$ cat src/assert_macros.svh
// Assertion helper macros used by the top-level RTL.
`ifndef ASSERT_MACROS_SVH
`define ASSERT_MACROS_SVH
// Implication checked on every rising clock edge outside reset.
`define ASSERT_IMPLY(label, clk, rst, a, b) \
   label: assert property (@(posedge clk) disable iff (rst) (a) |-> (b)) \
      else $error("assertion failed");
// Next-cycle implication checked outside reset.
`define ASSERT_NEXT(label, clk, rst, a, b) \
   label: assert property (@(posedge clk) disable iff (rst) (a) |=> (b)) \
      else $error("assertion failed");
`endif

$ cat src/plcs_pkg.sv
// ----------------------------------------------------------------------------
// plcs_pkg
// Types and constants of the permutation LCS unit.
// ----------------------------------------------------------------------------
package plcs_pkg;
   localparam int PERM_SIZE = 1024;
   localparam int SEQ_SIZE  = 4096;
   localparam int PW = $clog2(PERM_SIZE + 1); // position / value width
   localparam int TW = $clog2(PERM_SIZE);     // tails index width
   localparam int KW = $clog2(SEQ_SIZE);      // kept index width
   localparam int CW = $clog2(SEQ_SIZE + 1);  // kept count width

   localparam logic [1:0] ACT_LOAD   = 2'd0;
   localparam logic [1:0] ACT_SEQ    = 2'd1;
   localparam logic [1:0] ACT_FINISH = 2'd2;
   localparam logic [1:0] ACT_READ   = 2'd3;

   typedef struct packed {
      logic [1:0]  action;
      logic [15:0] value;
   } req_type;

   typedef struct packed {
      logic [10:0] length;
      logic [10:0] element;
      logic        last;
      logic        overflow;
   } rsp_type;

   // Classified command handed from the front part to the back part.
   typedef struct packed {
      logic [1:0]    action;
      logic          valid_val; // value in 1..PERM_SIZE
      logic [PW-1:0] value;
   } cmd_type;
endpackage

$ cat src/plcs_front.sv
// ----------------------------------------------------------------------------
// plcs_front
// Accepts items, classifies the value and queues commands for the back part.
// ----------------------------------------------------------------------------
module plcs_front (
   input  logic              clock,
   input  logic              reset,
   input  logic              req_valid,
   output logic              req_stall,
   input  plcs_pkg::req_type req_data,
   output logic              cmd_valid,
   input  logic              cmd_take,
   output plcs_pkg::cmd_type cmd_data
);
   import plcs_pkg::*;

   cmd_type    q_ff [4];
   logic [1:0] wp_ff, rp_ff;
   logic [2:0] cnt_ff;
   cmd_type    c;
   logic       push, pop;

   assign req_stall = (cnt_ff == 3'd4);
   assign push = req_valid && !req_stall;
   assign pop  = cmd_valid && cmd_take;
   assign cmd_valid = (cnt_ff != 3'd0);
   assign cmd_data  = q_ff[rp_ff];

   always_comb begin
      c.action    = req_data.action;
      c.valid_val = (req_data.value != 16'd0) && (req_data.value <= 16'(PERM_SIZE));
      c.value     = req_data.value[PW-1:0];
   end

   always_ff @(posedge clock) begin
      if (push) q_ff[wp_ff] <= c;
      if (reset) begin
         wp_ff <= '0; rp_ff <= '0; cnt_ff <= '0;
      end else begin
         if (push) wp_ff <= wp_ff + 2'd1;
         if (pop)  rp_ff <= rp_ff + 2'd1;
         cnt_ff <= cnt_ff + {2'b0, push} - {2'b0, pop};
      end
   end
endmodule

$ cat config.mk
export PLATFORM = sky130hd
export DESIGN_NAME = plcs_front
export DESIGN_NICKNAME = d
export VERILOG_FILES = /design/src/assert_macros.svh /design/src/plcs_pkg.sv /design/src/plcs_front.sv
export SDC_FILE = /design/constraint.sdc
export NUM_CORES = 1
export LEC_CHECK = 0
export BUFFER_PORTS_ARGS = -buffer_cell sky130_fd_sc_hd__buf_4
export CAP_MARGIN = 10
export CORE_UTILIZATION = 40
export CTS_CLUSTER_SIZE = 16
export DETAILED_ROUTE_END_ITERATION = 10
export PLACE_DENSITY_LB_ADDON = 0.2
export SETUP_SLACK_MARGIN = 0.1
export SLEW_MARGIN = 5
export SYNTH_ARGS = -nofsm -noshare
export SYNTH_HDL_FRONTEND = slang
export SYNTH_SLANG_ARGS = --single-unit
export TNS_END_PERCENT = 10
$ cat constraint.sdc
create_clock -name clock -period 2.6 [get_ports clock]
set_input_delay 0.78 -clock clock [delete_from_list [all_inputs] [get_ports clock]]
set_output_delay 0.78 -clock clock [all_outputs]
set_load 0.02 [all_outputs]
==> impl_metrics.env, run 1 <==
export IMPL_pre_cts_ws_ps=34.5
export IMPL_start_kind="register"
export IMPL_synth_top_cell_by_area="edfxtp_1"
export IMPL_clock_sink_count=65
export IMPL_worst_slew_pin_slew_ps=537
export IMPL_clock_skew_ps=3.92
export IMPL_max_slew_margin=0.639
export IMPL_cts_buffers=9
export IMPL_critPathKind="register to primary output"
export IMPL_grt_pass1_vias=1380
export IMPL_min_delay_start="rp_ff[1]"
export IMPL_timing_max_cap_violations=0
export IMPL_synthesis_warning_total=0
export IMPL_number_of_placed_i_o_pins=38
export IMPL_critPathMaxFanout=10
export IMPL_vias_per_cell=5.09
export IMPL_grt_pass1_wl_um=6650
export IMPL_critical_path_endpoint_type="primary output"
export IMPL_cell_with_the_most_instances_after_synthesis="edfxtp_1"
export IMPL_initial_utilization=0.423
export IMPL_insertedDiodeCount=0
export IMPL_fmax_mhz=417
export IMPL_die_y_um=82.0
export IMPL_rsz0062_at_grt="false"
export IMPL_latest_clock_arrival_within_the_worst_skew_pair_ps=330
export IMPL_clk_path_buf_depth=2
export IMPL_r2r_cells=12
export IMPL_synth_yosys_seq_area_share=0.727
export IMPL_grt_max_degree=15
export IMPL_crit_reg2reg_launch="cnt_ff[1]"
export IMPL_tritoncts="yes"
export IMPL_crit_reg2reg_capture="cnt_ff[2]"
export IMPL_synth_area_um2=2560
export IMPL_cp_data_arrival_time_ps=1620
export IMPL_portion_of_synthesized_cell_area_occupied_by_the_leading_cell_type=0.657
export IMPL_route_detailed_wl_per_inst_um=16.6
export IMPL_path_clk_slew_ps=60
export IMPL_worst_endpoint_required_ps=1820
export IMPL_detailroute_via_count=1313
export IMPL_min_delay_path_depth=2
export IMPL_time_the_worst_path_needs_with_i_o_delays_and_setup_ps=2400
export IMPL_synth_nets=161
export IMPL_h_tree_depth=3
export IMPL_core_area_um2=6060
export IMPL_ys_ff_latch=65
export IMPL_cts_root_buffer_type="clkbuf_8"
export IMPL_cts_hold_buffers=0
export IMPL_number_of_flops_mapped_to_enable_cells_by_yosys=56
export IMPL_finalWeightedCongestion=0.650
export IMPL_final_setup_fails=0
export IMPL_antenna_left=0
export IMPL_gr_usage_all_layers=0.148
export IMPL_design_die_area_um2=6730
export IMPL_post_synth_cell_area_avg_um2=19.4
export IMPL_crit_chain="buf_4 -> mux4_2 -> buf_4"
export IMPL_most_used_cell_along_the_critical_path="buf_4"
export IMPL_floorplan_rows=28
export IMPL_syn_to_final_growth_pct=21.3
export IMPL_synthArstFlopShare=0
export IMPL_syn_instance_count=132
export IMPL_vdd_ir_drop_max_mv=0.521
export IMPL_final_period_utilization=0.922
export IMPL_commonest_cells_post_synth="56 x edfxtp_1, 14 x mux4_2, 9 x dfxtp_1, 7 x inv_1, 7 x nor2_1"
export IMPL_postSynth_topFlopCell="edfxtp_1"
export IMPL_layout_setup_ws_ps=203
export IMPL_reg2reg_slack_ps=230
export IMPL_drt_first_pass_iters=4
export IMPL_cellPowerDensity_nw_per_um2=981
export IMPL_placement_io_buffers=37
export IMPL_count_of_distinct_cell_types_in_the_synthesized_netlist=30
export IMPL_fin_nets=208
export IMPL_timing_critical_path_slowest_cell_delay_ps=550
export IMPL_global_route_overflow_total=0
export IMPL_drt_wl_total_um=4290
export IMPL_hp_class="register to register"
export IMPL_synth_area_top_cells="edfxtp_1 66%, mux4_2 12%, dfxtp_1 7.0%, ha_1 2.9%, and3_2 1.2%"
export IMPL_timing_final_max_slew_violations=0
export IMPL_critical_path_slowest_cell="mux4_2"
export IMPL_final_hold_violation_count=0
export IMPL_die_width_um=82.0
export IMPL_status="finished clean"
export IMPL_setup_tns_ps=0
export IMPL_drt_drc_violations_left=0
export IMPL_final_layout_size_suffix_gt1_frac=0.432
export IMPL_dp_final_hpwl_um=2890
export IMPL_antenna_violations_before_repair=0
export IMPL_leakage_uw=0.00112
export IMPL_drt_iter0_markers=44
-- kinds of logic after synthesis --
group,share of synthesized area
flops,0.727
mux,0.123
buf+inv,0.0278
compound gates,0.0191
fa+ha+maj,0.0371
xor+xnor,0.0103
simple gates,0.0557
-- critical path: cells and delay by family, from the launching register on --
kind | cells | cell delay, ps
flip-flops | 1 | 320
multiplexers | 1 | 550
buffers and inverters | 2 | 410
-- power by group --
part,switching (uW),internal [uW],leakage [uW]
logic,482,460,0.000437
registers,65.2,1280,0.000590
clock network,336,427,0.0000910
total,882,2170,0.00112
-- cell usage in the layout, fill, tap and decap left out, types with 4 or more instances in the layout --
cell type  Yosys  layout
ha_1           6       6
inv_1          7       7
and3_2         4       4
edfxtp_1      56      56
mux4_2        14      14
buf_4          0      41
nor2_1         7       7
clkbuf_8       0       9
dfxtp_1        9       8
-- final cells by class --
| type | count | area [um^2] |
|---|---|---|
| clock buffers | 10 | 128 |
| clock inverters | 5 | 47.5 |
| fillers | 503 | 2960 |
| inverters | 8 | 35.0 |
| multi-input cells | 54 | 631 |
| flip-flops and latches | 65 | 1860 |
| well taps | 75 | 93.8 |
| repair buffers | 41 | 308 |
-- sequential cells by signal (all words and copies together), names as in the netlist, named ones only --
| signal | cells |
|---|---|
| q_ff | 56 |
| cnt_ff | 3 |
| rp_ff | 2 |
| wp_ff | 2 |
-- stage by stage --
stage / total power (uW) / std cells / utilization / cell area (um^2) / hold WS, ps
after floorplan: 1990 / 132 / - / 2560 / 485
after CTS: 3070 / 257 / 0.511 / 3090 / 538
final: 3050 / 258 / 0.512 / 3110 / 529
after global routing: 3210 / 258 / 0.512 / 3110 / 558
after detailed placement: 2310 / 242 / 0.482 / 2920 / 518
after global placement: 2270 / 242 / 0.482 / 2920 / 500
-- routing by layer --
layer / wire [um] / track usage / vias to the layer above
met5: 0 / 0 / -
met2: 2260 / 0.251 / 37
li1: - / - / 614
met4: 100 / 0.112 / 0
met3: 203 / 0.0378 / 10
met1: 1730 / 0.158 / 652
-- timing repair --
item,in CTS,in global routing
resized for setup,0,2
buffers inserted,0,1
endpoints found under the setup margin,0,1
-- how the worst max path moves through the flow --
| stage | to | start | slack [ps] |
|---|---|---|---|
| detailed placement | cnt_ff[2] | req_valid | 30 |
| global route | cmd_data[11] | register | 110 |
| CTS | cnt_ff[2] | cnt_ff[1] | 100 |
| global placement | cnt_ff[2] | req_valid | 130 |
| finish | cmd_data[0] | register | 200 |
| floorplan | cnt_ff[2] | cnt_ff[1] | 280 |
Power figures use the tool's default switching activity.
==> run 2: changes to the inputs <==
Settings changed: RECOVER_POWER set to 25.
==> run 2 against run 1 <==
  * Design area is 1.2% lower
  * Combinational power shrank 0.8%
  * Worst hold slack hardly changed
  * Maximum frequency grew 0.23%
  * Core utilization shrank 0.62 points
  * Critical path depth stayed put
==> impl_metrics.env, run 2 (synthesis gave the netlist of run 1 again) <==
export IMPL_placed_cells=242
export IMPL_grt_pass1_wl_um=6650
export IMPL_final_cell_count_no_fill=258
export IMPL_antenna_left=0
export IMPL_vdd_ir_drop_max_mv=0.521
export IMPL_critical_path_endpoint_type="primary output"
export IMPL_grt_pass1_vias=1380
export IMPL_hp_class="register to register"
export IMPL_start_kind="register"
export IMPL_floorplan_rows=28
export IMPL_final_period_utilization=0.920
export IMPL_number_of_placed_i_o_pins=38
export IMPL_fin_nets=208
export IMPL_critical_path_slowest_cell="mux4_2"
export IMPL_worst_slew_pin_slew_ps=537
export IMPL_layout_setup_ws_ps=208
export IMPL_fmax_mhz=418
export IMPL_worst_endpoint_required_ps=1820
export IMPL_cp_data_arrival_time_ps=1610
export IMPL_layout_top_registers="q_ff x56, cnt_ff x3"
export IMPL_critPathMaxFanout=10
export IMPL_regArea_um2=1860
export IMPL_crit_chain="buf_4 -> mux4_2 -> buf_4"
export IMPL_timing_max_cap_violations=0
export IMPL_mostFrequentLayoutCell="edfxtp_1"
export IMPL_final_setup_fails=0
export IMPL_core_area_um2=6060
export IMPL_time_the_worst_path_needs_with_i_o_delays_and_setup_ps=2390
export IMPL_latest_clock_arrival_within_the_worst_skew_pair_ps=330
export IMPL_clk_path_buf_depth=2
export IMPL_global_route_overflow_total=0
export IMPL_final_hold_violation_count=0
export IMPL_grt_max_degree=15
export IMPL_hold_ws_ps=530
export IMPL_route_detailed_wl_per_inst_um=16.6
export IMPL_gr_usage_all_layers=0.148
export IMPL_cts_buffers=9
export IMPL_finalWeightedCongestion=0.650
export IMPL_rsz0062_at_grt="false"
export IMPL_placement_io_buffers=37
export IMPL_register_name_with_the_most_flops="q_ff"
export IMPL_pre_cts_ws_ps=34.5
export IMPL_setup_tns_ps=0
export IMPL_leakage_uw=0.00108
export IMPL_vias_per_cell=5.09
export IMPL_drt_drc_violations_left=0
export IMPL_dp_final_hpwl_um=2890
export IMPL_clock_skew_ps=4.04
export IMPL_drt_iter0_markers=52
export IMPL_tritoncts="yes"
export IMPL_clock_sink_count=65
export IMPL_insertedDiodeCount=0
export IMPL_max_slew_margin=0.639
export IMPL_cellPowerDensity_nw_per_um2=991
export IMPL_path_clk_slew_ps=60
export IMPL_die_width_um=82.0
export IMPL_largest_register_ffs=56
export IMPL_detailroute_via_count=1314
export IMPL_area_occupied_by_multi_input_gates_um2=631
export IMPL_die_y_um=82.0
export IMPL_fill_cells=511
export IMPL_final_layout_size_suffix_gt1_frac=0.377
export IMPL_h_tree_depth=3
export IMPL_timing_critical_path_slowest_cell_delay_ps=540
export IMPL_timing_final_max_slew_violations=0
export IMPL_most_used_cell_along_the_critical_path="buf_4"
export IMPL_drt_wl_total_um=4290
export IMPL_status="finished clean"
export IMPL_antenna_violations_before_repair=0
export IMPL_design_die_area_um2=6730
export IMPL_layout_common_cells="56 x edfxtp_1, 31 x buf_4, 14 x mux4_2"
export IMPL_drt_first_pass_iters=4
export IMPL_cts_root_buffer_type="clkbuf_8"
export IMPL_critPathKind="register to primary output"
export IMPL_initial_utilization=0.423
export IMPL_syn_to_final_growth_pct=19.8
==> run 2: cell count changes in the layout (fill, tap and decap cells not counted) <==
cell      change
clkbuf_1     +10
buf_4        -10
==> run 2: worst paths after layout <==
check / startpoint / end / slack, ps / cells past startpoint
setup / recovery: register / cmd_data[0] / 210 / 3
hold / removal: rp_ff[1] / register / 530 / 2
setup reg to reg: cnt_ff[1] / cnt_ff[2] / 230 / 12
hold reg to reg: rp_ff[1] / register / 530 / 2
==> run 2: where the power goes <==
group          switching [uW]  internal, uW  total (uW)
clock                     335           427         763
combinational             481           454         934
sequential               65.2          1280        1340
==> run 2: cell type report <==
class	count	area share
flip-flops and latches	65	0.607
multi-input cells	54	0.206
repair buffers	41	0.0881
clock buffers	10	0.0416
well taps	75	0.0306
clock inverters	5	0.0155
inverters	8	0.0114
==> run 2: metrics by stage <==
step | cell area, um^2 | util | power, uW
global route | 3070 | 0.506 | 3200
floorplan | 2560 | - | 1990
global placement | 2920 | 0.482 | 2270
detailed placement | 2920 | 0.482 | 2310
CTS | 3090 | 0.511 | 3070
finish | 3070 | 0.506 | 3040
==> run 2: per-layer routing <==
layer  share of wire  global-route usage  up-vias
li1                -                   -      616
met1            0.41               0.158      653
met2            0.52               0.251       34
met3           0.044              0.0378       11
met4           0.024               0.112        0
met5               0                   0        -
==> run 2: critical path: cells and delay by family (launching register included) <==
| family | cells | cell delay [ps] |
|---|---|---|
| muxes | 1 | 540 |
| buffers and inverters | 2 | 410 |
| DFF | 1 | 320 |
==> run 2: what timing repair did <==
action / in CTS / in global routing
setup endpoints to repair: 0 / 1
gates resized for setup: 0 / 2
hold buffers: 0 / 0
buffers inserted: 0 / 1
==> run 3: changes to the inputs <==
Settings changed: PLACE_DENSITY_LB_ADDON 0.2 to unset, REMOVE_ABC_BUFFERS set to 1.
==> run 3 against run 2 <==
  * Sequential power barely moved
  * Routed wire length up 1.4%
  * Non-clock buffer count fell by 2
  * Combinational power is 1% lower
  * Critical path type is now register to register
  * Largest power group unchanged
==> impl_metrics.env, run 3 (synthesis gave the netlist of run 1 again) <==
export IMPL_status="finished clean"
export IMPL_rsz0062_at_grt="true"
export IMPL_area_occupied_by_multi_input_gates_um2=631
export IMPL_min_delay_start="rp_ff[1]"
export IMPL_dp_final_hpwl_um=2810
export IMPL_insertedDiodeCount=0
export IMPL_crit_reg2reg_launch="cnt_ff[1]"
export IMPL_final_period_utilization=0.913
export IMPL_antenna_left=0
export IMPL_finalWeightedCongestion=0.771
export IMPL_clk_path_buf_depth=2
export IMPL_antenna_violations_before_repair=0
export IMPL_clock_sink_count=65
export IMPL_timing_final_max_slew_violations=0
export IMPL_time_the_worst_path_needs_with_i_o_delays_and_setup_ps=2370
export IMPL_finish_utilization=0.509
export IMPL_fin_nets=206
export IMPL_path_clk_slew_ps=70
export IMPL_critPathMaxFanout=7
export IMPL_cts_hold_buffers=0
export IMPL_drt_wl_total_um=4350
export IMPL_drt_drc_violations_left=0
export IMPL_number_of_placed_i_o_pins=38
export IMPL_leakage_uw=0.00109
export IMPL_register_name_with_the_most_flops="q_ff"
export IMPL_crit_reg2reg_capture="cnt_ff[2]"
export IMPL_timing_max_cap_violations=0
export IMPL_cts_root_buffer_type="clkbuf_8"
export IMPL_grt_pass1_wl_um=6730
export IMPL_placement_io_buffers=37
export IMPL_vias_per_cell=5.11
export IMPL_hp_class="register to register"
export IMPL_cellPowerDensity_nw_per_um2=1020
export IMPL_setup_worst_path_end="cnt_ff[2]"
export IMPL_start_kind="register"
export IMPL_reg2reg_slack_ps=230
export IMPL_core_area_um2=6060
export IMPL_worst_endpoint_required_ps=2860
export IMPL_worst_slew_pin_slew_ps=446
export IMPL_die_y_um=82.0
export IMPL_setup_tns_ps=0
export IMPL_floorplan_rows=28
export IMPL_layout_top_registers="q_ff x56, cnt_ff x3"
export IMPL_final_hold_violation_count=0
export IMPL_critical_path_endpoint_type="register"
export IMPL_fill_cells=517
export IMPL_cp_data_arrival_time_ps=2630
export IMPL_regArea_um2=1860
export IMPL_h_tree_depth=3
export IMPL_fmax_mhz=421
export IMPL_worst_setup_path_startpoint="cnt_ff[1]"
export IMPL_mostFrequentLayoutCell="edfxtp_1"
export IMPL_route_detailed_wl_per_inst_um=16.9
export IMPL_vdd_ir_drop_max_mv=0.490
export IMPL_initial_utilization=0.423
export IMPL_design_die_area_um2=6730
export IMPL_detailroute_via_count=1314
export IMPL_final_layout_size_suffix_gt1_frac=0.385
export IMPL_grt_max_degree=15
export IMPL_r2r_cells=12
export IMPL_max_slew_margin=0.700
export IMPL_latest_clock_arrival_within_the_worst_skew_pair_ps=330
export IMPL_grt_pass1_vias=1408
export IMPL_die_width_um=82.0
export IMPL_largest_register_ffs=56
export IMPL_clock_skew_ps=7.24
export IMPL_drt_iter0_markers=54
export IMPL_tritoncts="yes"
export IMPL_syn_to_final_growth_pct=20.5
export IMPL_drt_first_pass_iters=4
export IMPL_critPathKind="register to register"
export IMPL_global_route_overflow_total=0
export IMPL_cts_buffers=9
export IMPL_final_setup_fails=0
export IMPL_gr_usage_all_layers=0.148
export IMPL_layout_common_cells="56 x edfxtp_1, 27 x buf_4, 14 x mux4_2"
==> run 3: how the worst min path moves through the flow <==
| stage | slack, ps | depth (start not counted) | endpoint |
|---|---|---|---|
| 3_5_place_dp | 530 | 2 | rp_ff[1] |
| 4_1_cts | 550 | 2 | rp_ff[0] |
| 5_1_grt | 580 | 2 | wp_ff[1] |
| 6_report | 550 | 2 | rp_ff[1] |
| 3_3_place_gp | 510 | 2 | wp_ff[0] |
| 2_1_floorplan | 480 | 2 | wp_ff[0] |
==> run 3: per-layer routing <==
metal | track usage | vias to the layer above | part of all wire
met3 | 0.0433 | 10 | 0.055
met1 | 0.161 | 652 | 0.42
li1 | - | 611 | -
met2 | 0.245 | 41 | 0.51
met4 | 0.104 | 0 | 0.022
met5 | 0 | - | 0
==> run 3: layout make-up <==
type                    count  area share
well taps                  75      0.0304
flip-flops and latches     65       0.604
inverters                   8      0.0113
clock buffers               9      0.0401
repair buffers             39      0.0827
multi-input cells          54       0.204
clock inverters             7      0.0276
==> run 3: critical path, cell delays in order, from the launching register on <==
cell,delay (ps)
dfxtp_1,380
or3b_4,450
clkinv_4,70
nor2_1,40
inv_1,50
ha_1,220
inv_1,60
ha_1,140
inv_1,50
fa_1,370
xor2_1,170
and2_2,200
nor3_1,110
==> run 3: through the flow <==
step	instance area (um^2)	hold slack, ps	setup WS (ps)	total power (uW)	cells
floorplan	2520	482	276	1950	127
global placement	2910	506	129	2260	241
detailed placement	2910	525	14.3	2290	241
CTS	3120	545	119	3200	257
global route	3090	584	65.1	3320	257
finish	3090	548	226	3160	257
==> run 3: report_power, final <==
| part | switching, uW | internal [uW] |
|---|---|---|
| registers | 63.5 | 1280 |
| clock network | 368 | 531 |
| logic | 481 | 439 |
| total | 913 | 2250 |
==> run 3: repair_timing <==
item,CTS,global route
setup endpoints to repair,1,13
buffers inserted,0,0
pin swaps,0,1
resized for setup,1,2
